==> src/rtl/core/b2a_pkg.sv <==
// Package for the binary to ASCII decimal converter: widths, stage record, digit helpers.
// Used by b2a_cell and binary_to_ascii_decimal_core. It depends on nothing.
package b2a_pkg;

   localparam int VALUE_BITS  = 16;   // binary bits converted, 4..24
   localparam int DIGIT_COUNT = 6;    // decimal digits kept, 1..8
   localparam int IN_WIDTH    = 16;   // width of the value port
   localparam int CHAR_WIDTH  = 6;    // width of one character port
   localparam int FIELD_COUNT = 6;    // character ports on the result side
   localparam int BCD_WIDTH   = 4 * DIGIT_COUNT;
   localparam int PAD_WIDTH   = 32;   // room for eight digits
   localparam int STAGE_COUNT = VALUE_BITS;

   localparam logic [3:0] ADD3_LIMIT = 4'd5;
   localparam logic [3:0] ADD3_STEP  = 4'd3;
   localparam logic [1:0] ASCII_HIGH = 2'b11;   // upper bits of '0'..'9' in six bits

   // One beat as it moves down the chain of cells.
   typedef struct packed {
      logic                  valid;
      logic [VALUE_BITS-1:0] bin;
      logic [BCD_WIDTH-1:0]  bcd;
   } stage_type;

   // ASCII code of one BCD digit, cut to six bits.
   function automatic logic [CHAR_WIDTH-1:0] to_char(input logic [3:0] digit);
      to_char = {ASCII_HIGH, digit};
   endfunction

endpackage

==> src/rtl/core/binary_to_ascii_decimal_core.sv <==
// Top level of the binary to ASCII decimal converter: a chain of double dabble cells.
// Depends on b2a_pkg and b2a_cell.
//
//  channel | ports                         | handshake
//  --------+-------------------------------+------------------------------------
//  request | start, busy, req_value        | beat taken when start && !busy
//  result  | rsp_valid, rsp_char_*         | one-cycle strobe, cannot be held off
//
// One beat enters every cycle; busy stays low.
// One cell per binary bit, each cell a register stage.
// Synchronous reset drops every beat in flight; nothing else needs clearing.
// The result side has no stall, so the chain advances every cycle.
module binary_to_ascii_decimal_core (
   input  logic                                clock,
   input  logic                                reset,
   input  logic                                start,
   output logic                                busy,
   input  logic [b2a_pkg::IN_WIDTH-1:0]        req_value,
   output logic                                rsp_valid,
   output logic [b2a_pkg::CHAR_WIDTH-1:0]      rsp_char_units,
   output logic [b2a_pkg::CHAR_WIDTH-1:0]      rsp_char_tens,
   output logic [b2a_pkg::CHAR_WIDTH-1:0]      rsp_char_hundreds,
   output logic [b2a_pkg::CHAR_WIDTH-1:0]      rsp_char_thousands,
   output logic [b2a_pkg::CHAR_WIDTH-1:0]      rsp_char_ten_thousands,
   output logic [b2a_pkg::CHAR_WIDTH-1:0]      rsp_char_hundred_thousands
);

   b2a_pkg::stage_type              chain [b2a_pkg::STAGE_COUNT+1];
   logic [b2a_pkg::PAD_WIDTH-1:0]   value_ext;
   logic [b2a_pkg::PAD_WIDTH-1:0]   bcd_pad;

   assign busy = 1'b0;

   // Keep only the low VALUE_BITS bits of the request.
   assign value_ext       = b2a_pkg::PAD_WIDTH'(req_value);
   assign chain[0].valid  = start;
   assign chain[0].bin    = value_ext[b2a_pkg::VALUE_BITS-1:0];
   assign chain[0].bcd    = '0;

   for (genvar s = 0; s < b2a_pkg::STAGE_COUNT; s++) begin : g_cell
      b2a_cell u_cell (
         .clock     (clock),
         .reset     (reset),
         .stage_in  (chain[s]),
         .stage_out (chain[s+1])
      );
   end

   // Digits beyond DIGIT_COUNT read as zero and come out as '0'.
   assign bcd_pad = b2a_pkg::PAD_WIDTH'(chain[b2a_pkg::STAGE_COUNT].bcd);

   assign rsp_valid                  = chain[b2a_pkg::STAGE_COUNT].valid;
   assign rsp_char_units             = b2a_pkg::to_char(bcd_pad[3:0]);
   assign rsp_char_tens              = b2a_pkg::to_char(bcd_pad[7:4]);
   assign rsp_char_hundreds          = b2a_pkg::to_char(bcd_pad[11:8]);
   assign rsp_char_thousands         = b2a_pkg::to_char(bcd_pad[15:12]);
   assign rsp_char_ten_thousands     = b2a_pkg::to_char(bcd_pad[19:16]);
   assign rsp_char_hundred_thousands = b2a_pkg::to_char(bcd_pad[23:20]);

`ifndef ASSERT_OFF
   a_latency: assert property (@(posedge clock) disable iff (reset)
      start |-> ##(b2a_pkg::STAGE_COUNT) rsp_valid)
      else $error("accepted beat did not reach the result side on time");

   a_no_ghost: assert property (@(posedge clock) disable iff (reset)
      rsp_valid |-> $past(start, b2a_pkg::STAGE_COUNT))
      else $error("result strobe without a matching request beat");

   a_digit_range: assert property (@(posedge clock) disable iff (reset)
      rsp_valid |-> (rsp_char_units[3:0] <= 4'd9) && (rsp_char_tens[3:0] <= 4'd9)
                 && (rsp_char_hundreds[3:0] <= 4'd9) && (rsp_char_thousands[3:0] <= 4'd9)
                 && (rsp_char_ten_thousands[3:0] <= 4'd9)
                 && (rsp_char_hundred_thousands[3:0] <= 4'd9))
      else $error("result digit is not decimal");

   a_zero_value: assert property (@(posedge clock) disable iff (reset)
      (start && (value_ext[b2a_pkg::VALUE_BITS-1:0] == '0))
         |-> ##(b2a_pkg::STAGE_COUNT) (bcd_pad == '0))
      else $error("zero input did not convert to all zero digits");
`endif

endmodule

==> src/rtl/core/b2a_cell.sv <==
// One cell of the double dabble chain: add 3 to every BCD digit of 5 or more,
// then shift in the next binary bit. Depends on b2a_pkg.
module b2a_cell (
   input  logic                clock,
   input  logic                reset,
   input  b2a_pkg::stage_type  stage_in,
   output b2a_pkg::stage_type  stage_out
);

   b2a_pkg::stage_type             stage_ff;
   b2a_pkg::stage_type             stage_in_next;
   logic [b2a_pkg::BCD_WIDTH-1:0]  adj_bcd;

   always_comb begin
      adj_bcd = stage_in.bcd;
      for (int k = 0; k < b2a_pkg::DIGIT_COUNT; k++) begin
         if (stage_in.bcd[4*k +: 4] >= b2a_pkg::ADD3_LIMIT) begin
            adj_bcd[4*k +: 4] = stage_in.bcd[4*k +: 4] + b2a_pkg::ADD3_STEP;
         end
      end
   end

   // Digits above the kept ones never feed back down, so drop the carry out of the top.
   always_comb begin
      stage_in_next.valid = stage_in.valid;
      stage_in_next.bin   = {stage_in.bin[b2a_pkg::VALUE_BITS-2:0], 1'b0};
      stage_in_next.bcd   = {adj_bcd[b2a_pkg::BCD_WIDTH-2:0],
                             stage_in.bin[b2a_pkg::VALUE_BITS-1]};
   end

   always_ff @(posedge clock) begin
      stage_ff.bin <= stage_in_next.bin;
      stage_ff.bcd <= stage_in_next.bcd;
      if (reset) begin
         stage_ff.valid <= 1'b0;
      end else begin
         stage_ff.valid <= stage_in_next.valid;
      end
   end

   assign stage_out = stage_ff;

endmodule
==> config.mk <==
export PLATFORM = sky130hd
export DESIGN_NAME = binary_to_ascii_decimal_core
export DESIGN_NICKNAME = d
export VERILOG_FILES = /design/src/rtl/core/b2a_pkg.sv /design/src/rtl/core/binary_to_ascii_decimal_core.sv /design/src/rtl/core/b2a_cell.sv
export SDC_FILE = /design/constraint.sdc
export NUM_CORES = 1
export LEC_CHECK = 0
export BUFFER_PORTS_ARGS = -buffer_cell sky130_fd_sc_hd__buf_2
export CAP_MARGIN = 20
export CORE_ASPECT_RATIO = 0.8
export CORE_UTILIZATION = 60
export CTS_CLUSTER_SIZE = 24
export DETAILED_ROUTE_END_ITERATION = 16
export PLACE_DENSITY = 0.87
export SYNTH_ARGS = -nofsm -noshare
export SYNTH_HDL_FRONTEND = slang
export SYNTH_SLANG_ARGS = --single-unit
==> constraint.sdc <==
create_clock -name clock -period 1.9 [get_ports clock]
set_input_delay 0.38 -clock clock [delete_from_list [all_inputs] [get_ports clock]]
set_output_delay 0.38 -clock clock [all_outputs]
set_load 0.01 [all_outputs]
==> reports/metrics.yaml, run 1 <==
status: "finished clean"
arrival_ns: 1.82
hp-class: "in2reg"
largest_reg_flops: 307
num_rows: 41
slew_violations: 0
grt_use_met2: 0.281
cp-start-kind: "flip-flop"
p_leak_nw: 5.29
nFillCells: 1118
synth_top_cell_area_share: 0.613
synthCells: 907
clock_skew_ns: 0.0110
die-area_sq_mm: 0.0172
setup_viol: 0
yosys_warnings: 0
worstSetupEndpointType: "flip-flop"
holdWs_ns: 0.0698
drc: 0
areaGrowthSynthToFinish_pct: 13.7
vias_per_cell: 4.51
diodes: 0
io_pins: 57
h-tree-depth: 1
final_common_cell: "dfxtp_1"
irDropWorstVdd_v: 0.000991
final_cells: 1204
ys_seq_area_frac: 0.613
fin_nets: 1061
cts.root.buffer_cell: "clkbuf_16"
ctsResizeCount: 0
use_met1: 0.151
drive_gt1_frac: 0.117
grt_start_max_net_pins: 17
drt-initial-drc-count: 138
dp.cells: 1138
grt_use_met3: 0.0310
synth_top_cell_by_area: "dfxtp_1"
routed_wl_um: 12000
power_frac_clock: 0.292
fin_util: 0.711
cts.sinks: 307
p_seq_frac: 0.460
crit_required_ns: 2.36
cts_tree: "done"
final_antenna_net_count: 0
crit_type: "reg2reg"
gr-total-overflow: 0
worstPathMaxFanout: 4
fmax_mhz: 735
firstDrtPassIters: 4
placed_area_sq_mm: 0.0103
cts_buffer_depth: 3
busiest_layer: "met2"
worst_slack_ns: 0.539
synthTopCellsByArea: "dfxtp_1 (61%), ha_1 (9.2%), nand2_1 (4.5%)"
initial_utilization: 0.625
powerDensity_mw_per_mm2: 1740
syn_area_per_cell_sq_um: 11.1
pwr-share-comb: 0.249
finalInstanceArea_sq_mm: 0.0114
synth_area_sq_mm: 0.0100
die_h_um: 118
swShare: 0.296
dp_hpwl_um: 7930
fin_crit_ns: 1.36
grt_usage: 0.145
portBuffers: 40
antenna_found_initial: 0
yosysUniqueCellTypes: 18
ys_ff_latch: 307
wl_per_cell_um: 9.93
setup-tns-final_ns: 0
clkTransAtPathRegs_ns: 0.06
grt_pass1_wl_um: 21000
switchingPower_mw: 5.87
total_power_mw: 19.8
post-route-period-util: 0.716
rsz0062_at_grt: "false"
final_cell_mix: "dfxtp_1 (307), nand2_1 (120), inv_1 (74), ha_1 (74), nand2b_1 (60)"
gp_congestion: 0.755
die_w_um: 147
worstSkewPairLatency_ns: 0.54
vias: 5430
finalHoldViolCount: 0
grt_pass1_vias: 5186
preCtsSetupSlack_ns: 0.592
p_int_mw: 14.0
cts_made_buffers: 27
core_area_sq_mm: 0.0161
cap_violations: 0
[cells by family after synthesis]
kind of cell,share of synthesized area
xor gates and xnor gates,0.0306
AOI/OAI and AO/OA,0.0664
other,0.000749
DFF,0.613
and+or+nand+nor,0.108
buffers and inverters,0.0559
adders and majority gates,0.0923
muxes,0.0339
[final timing paths]
| kind | to | cells past startpoint | startpoint | slack [ns] |
|---|---|---|---|---|
| setup / recovery | g_cell[12].u_cell.stage_out[14]$_DFF_P_ | 6 | g_cell[11].u_cell.stage_out[12]$_DFF_P_ | 0.54 |
| hold / removal | g_cell[0].u_cell.stage_out[40]$_SDFF_PP0_ | 2 | start | 0.07 |
| setup reg to reg | g_cell[12].u_cell.stage_out[14]$_DFF_P_ | 6 | g_cell[11].u_cell.stage_out[12]$_DFF_P_ | 0.54 |
| hold reg to reg | g_cell[9].u_cell.stage_out[36]$_DFF_P_ | 0 | g_cell[8].u_cell.stage_out[35]$_DFF_P_ | 0.32 |
[layout make-up]
| cell class | count | area (sq um) | area share |
|---|---|---|---|
| inverters | 74 | 278 | 0.0243 |
| clock inverters | 13 | 205 | 0.0180 |
| multi-input cells | 502 | 3380 | 0.296 |
| flip-flops and latches | 307 | 6150 | 0.539 |
| repair buffers | 56 | 360 | 0.0316 |
| well taps | 215 | 269 | 0.0236 |
| clock buffers | 37 | 773 | 0.0678 |
[Yosys cell counts]
cell and n:
buf_2 1, buf_4 37, mux2i_1 34, dfxtp_1 307, xnor2_1 35, a21oi_2 30, a21oi_1 7, o21a_1 1
nand2_1 120, nor2b_1 17, o21ai_1 30, nor2_1 39, inv_1 74, ha_1 74, nand2b_1 60, o21ai_0 35
o22a_1 4, conb_1 2
[power by group through the flow]
stage	clock network, mW	registers [mW]	logic (mW)
finish	5.79	9.11	4.93
global route	6.21	9.33	5.73
CTS	5.91	9.12	5.03
detailed placement	0	9.24	4.93
global placement	0	9.18	4.63
floorplan	0	9.01	4.29
[worst max-delay path: stages (launching register included)]
cell and delay (ns):
dfxtp_1 0.35, inv_1 0.08, ha_1 0.15, inv_1 0.05, ha_1 0.20, a21oi_1 0.25, mux2i_1 0.22
[per-layer routing]
layer  part of all wire  vias to the layer above  routed length [um]
li1                   -                     2940                   -
met1               0.43                     2395                5100
met2               0.51                       69                6140
met3              0.034                       26                 402
met4              0.026                        0                 315
met5                  0                        -                   0
[repair_timing]
| action | in CTS | in global routing |
|---|---|---|
| endpoints found under the hold margin | 16 | 0 |
| buffers inserted | 0 | 0 |
| hold buffers | 16 | 0 |
Note: power is estimated with default switching activity, not from simulation.
==> run 2, diff against run 1 <==
--- a/config.mk
+++ b/config.mk
@@ -8,10 +8,10 @@
 export BUFFER_PORTS_ARGS = -buffer_cell sky130_fd_sc_hd__buf_2
 export CAP_MARGIN = 20
 export CORE_ASPECT_RATIO = 0.8
-export CORE_UTILIZATION = 60
+export CORE_UTILIZATION = 54
 export CTS_CLUSTER_SIZE = 24
 export DETAILED_ROUTE_END_ITERATION = 16
-export PLACE_DENSITY = 0.87
+export PLACE_DENSITY = 0.83
 export SYNTH_ARGS = -nofsm -noshare
 export SYNTH_HDL_FRONTEND = slang
 export SYNTH_SLANG_ARGS = --single-unit
==> constraint.sdc (replaced) <==
create_clock -name clock -period 1.1 [get_ports clock]
set_input_delay 0.22 -clock clock [delete_from_list [all_inputs] [get_ports clock]]
set_output_delay 0.22 -clock clock [all_outputs]
set_load 0.01 [all_outputs]
==> reports/metrics.yaml, run 2 (synthesis gave the netlist of run 1 again) <==
wl_per_cell_um: 11.4  # was 9.93 um
io_pins: 57  # unchanged
vias: 6113  # was 5430
drt-initial-drc-count: 194  # was 138
slew_violations: 0  # unchanged
drc: 0  # unchanged
placed_area_sq_mm: 0.0110  # was 0.0103 sq mm
crit_required_ns: 1.55  # was 2.36 ns
hp-class: "in2reg"  # unchanged
total_power_mw: 40.5  # was 19.8 mW
final_cell_mix: "dfxtp_1 (233), nand2_1 (120), buf_4 (102)"  # was dfxtp_1 (307), nand2_1 (120), inv_1 (74), ha_1 (74), nand2b_1 (60)
cp-start-kind: "flip-flop"  # unchanged
fmax_mhz: 839  # was 735 MHz
worst_slack_ns: -0.0924  # was 0.539 ns
multiInputGateArea_sq_mm: 0.00453  # was 0.00338 sq mm
final_common_cell: "dfxtp_1"  # unchanged
ff_latch_area_sq_mm: 0.00626  # was 0.00615 sq mm
cts_buffer_depth: 3  # unchanged
setup_viol: 51  # was 0
cts_tree: "done"  # unchanged
worstPathMaxFanout: 3  # was 4
max_stage_delay_ns: 0.35  # about the same
crit_type: "reg2reg"  # unchanged
fin_nets: 1172  # was 1061
cap_violations: 0  # unchanged
path_cells: "inv_4, ha_4, nand2b_4, a21oi_4, mux2i_1"  # was inv_1, ha_1, inv_1, ha_1, a21oi_1, mux2i_1
powerDensity_mw_per_mm2: 2990  # was 1740 mW/mm^2
grt_use_met3: 0.0271  # was 0.0310
crit_family: "flip-flops"  # unchanged
portBuffers: 40  # unchanged
dp_hpwl_um: 7880  # was 7930 um
grt_pass1_vias: 5914  # was 5186
worstSetupEndpointType: "flip-flop"  # unchanged
finalHoldViolCount: 0  # unchanged
irDropWorstVdd_v: 0.00211  # was 0.000991 V
num_rows: 44  # was 41
clkTransAtPathRegs_ns: 0.06  # about the same
clock_skew_ns: 0.00605  # was 0.0110 ns
vias_per_cell: 4.60  # was 4.51
status: "finished, violations left"  # was finished clean
gr-total-overflow: 0  # unchanged
final_antenna_net_count: 0  # unchanged
finalInstanceArea_sq_mm: 0.0135  # was 0.0114 sq mm
fin_crit_ns: 1.19  # was 1.36 ns
initial_utilization: 0.552  # was 0.625
use_met1: 0.144  # was 0.151
grt_start_max_net_pins: 17  # unchanged
firstDrtPassIters: 4  # unchanged
arrival_ns: 1.64  # was 1.82 ns
diodes: 0  # unchanged
drive_gt1_frac: 0.427  # was 0.117
crit_slowest_cell: "dfxtp_2"  # was dfxtp_1
routed_wl_um: 15200  # was 12000 um
die_w_um: 154  # was 147 um
worstSkewPairLatency_ns: 0.53  # was 0.54 ns
violations: "negative setup slack"
areaGrowthSynthToFinish_pct: 34.8  # was 13.7%
cts.root.buffer_cell: "clkbuf_16"  # unchanged
worstPathBufferInverterCount: 1  # was 2
p_leak_nw: 5.91  # was 5.29 nW
grt_use_met2: 0.305  # was 0.281
gp_congestion: 0.727  # was 0.755
post-route-period-util: 1.08  # was 0.716
h-tree-depth: 1  # unchanged
cts.sinks: 307  # unchanged
rsz0062_at_grt: "true"  # was false
nFillCells: 1083  # was 1118
die-area_sq_mm: 0.0191  # was 0.0172 sq mm
die_h_um: 124  # was 118 um
antenna_found_initial: 0  # unchanged
core_area_sq_mm: 0.0182  # was 0.0161 sq mm
grt_usage: 0.146  # was 0.145
busiest_layer: "met2"  # unchanged
largest_reg_flops: 307  # unchanged
fin_util: 0.744  # was 0.711
grt_pass1_wl_um: 23500  # was 21000 um
cts_made_buffers: 28  # was 27
holdWs_ns: 0.0310  # was 0.0698 ns
## run 2: changes by cell type in the layout (fill, tap and decap cells not counted), sizes merged
cell,delta
inv,-1
clkinvlp,+2
dlygate4sd3,+1
bufinv,-5
clkbuf,+6
buf,+109
clkinv,-2
## run 2: area by class of cell
type | count | share of cell area
clock buffer | 43 | 0.0604
clock inverter | 7 | 0.00407
inverter | 74 | 0.0235
multi-input combinational | 502 | 0.335
sequential | 307 | 0.463
tap | 230 | 0.0213
timing repair buffer | 166 | 0.0931
## run 2: per-stage QoR
stage,worst slack [ns],TNS (ns),cells
2_1_floorplan,0.000582,0,921
3_3_place_gp,-0.0684,-1.66,1243
3_5_place_dp,-0.136,-3.51,1243
4_1_cts,-0.104,-2.23,1321
5_1_grt,-0.140,-5.61,1329
6_report,-0.0924,-2.51,1329
## run 2: per-layer routing
metal | vias up | share of wire
met5 | - | 0
met4 | 0 | 0.032
met3 | 41 | 0.025
met2 | 79 | 0.55
met1 | 2815 | 0.39
li1 | 3178 | -
## run 2: worst paths after layout
kind	startpoint	to	slack, ns	cells after the start
worst min-delay path	reset	g_cell[7].u_cell.stage_out[40]$_SDFF_PP0_	0.03	2
worst min register to register	g_cell[8].u_cell.stage_out[39]$_DFF_P_	g_cell[9].u_cell.stage_out[0]$_DFF_P_	0.32	0
worst max register to register	g_cell[10].u_cell.stage_out[5]$_DFF_P_	g_cell[11].u_cell.stage_out[6]$_DFF_P_	-0.09	5
worst max-delay path	g_cell[10].u_cell.stage_out[5]$_DFF_P_	g_cell[11].u_cell.stage_out[6]$_DFF_P_	-0.09	5
## run 2: report_power, final
part,internal [mW],switching [mW],total [mW]
registers,14.1,2.49,16.6
logic,8.36,6.49,14.8
clock network,5.11,3.89,9.00
total,27.6,12.9,40.5
## run 2: timing repair
action	CTS	global route
pin swaps	38	29
gates resized for setup	199	142
endpoints found under the hold margin	17	0
setup buffers	11	8
hold buffers	17	0
endpoints found under the setup margin	104	119
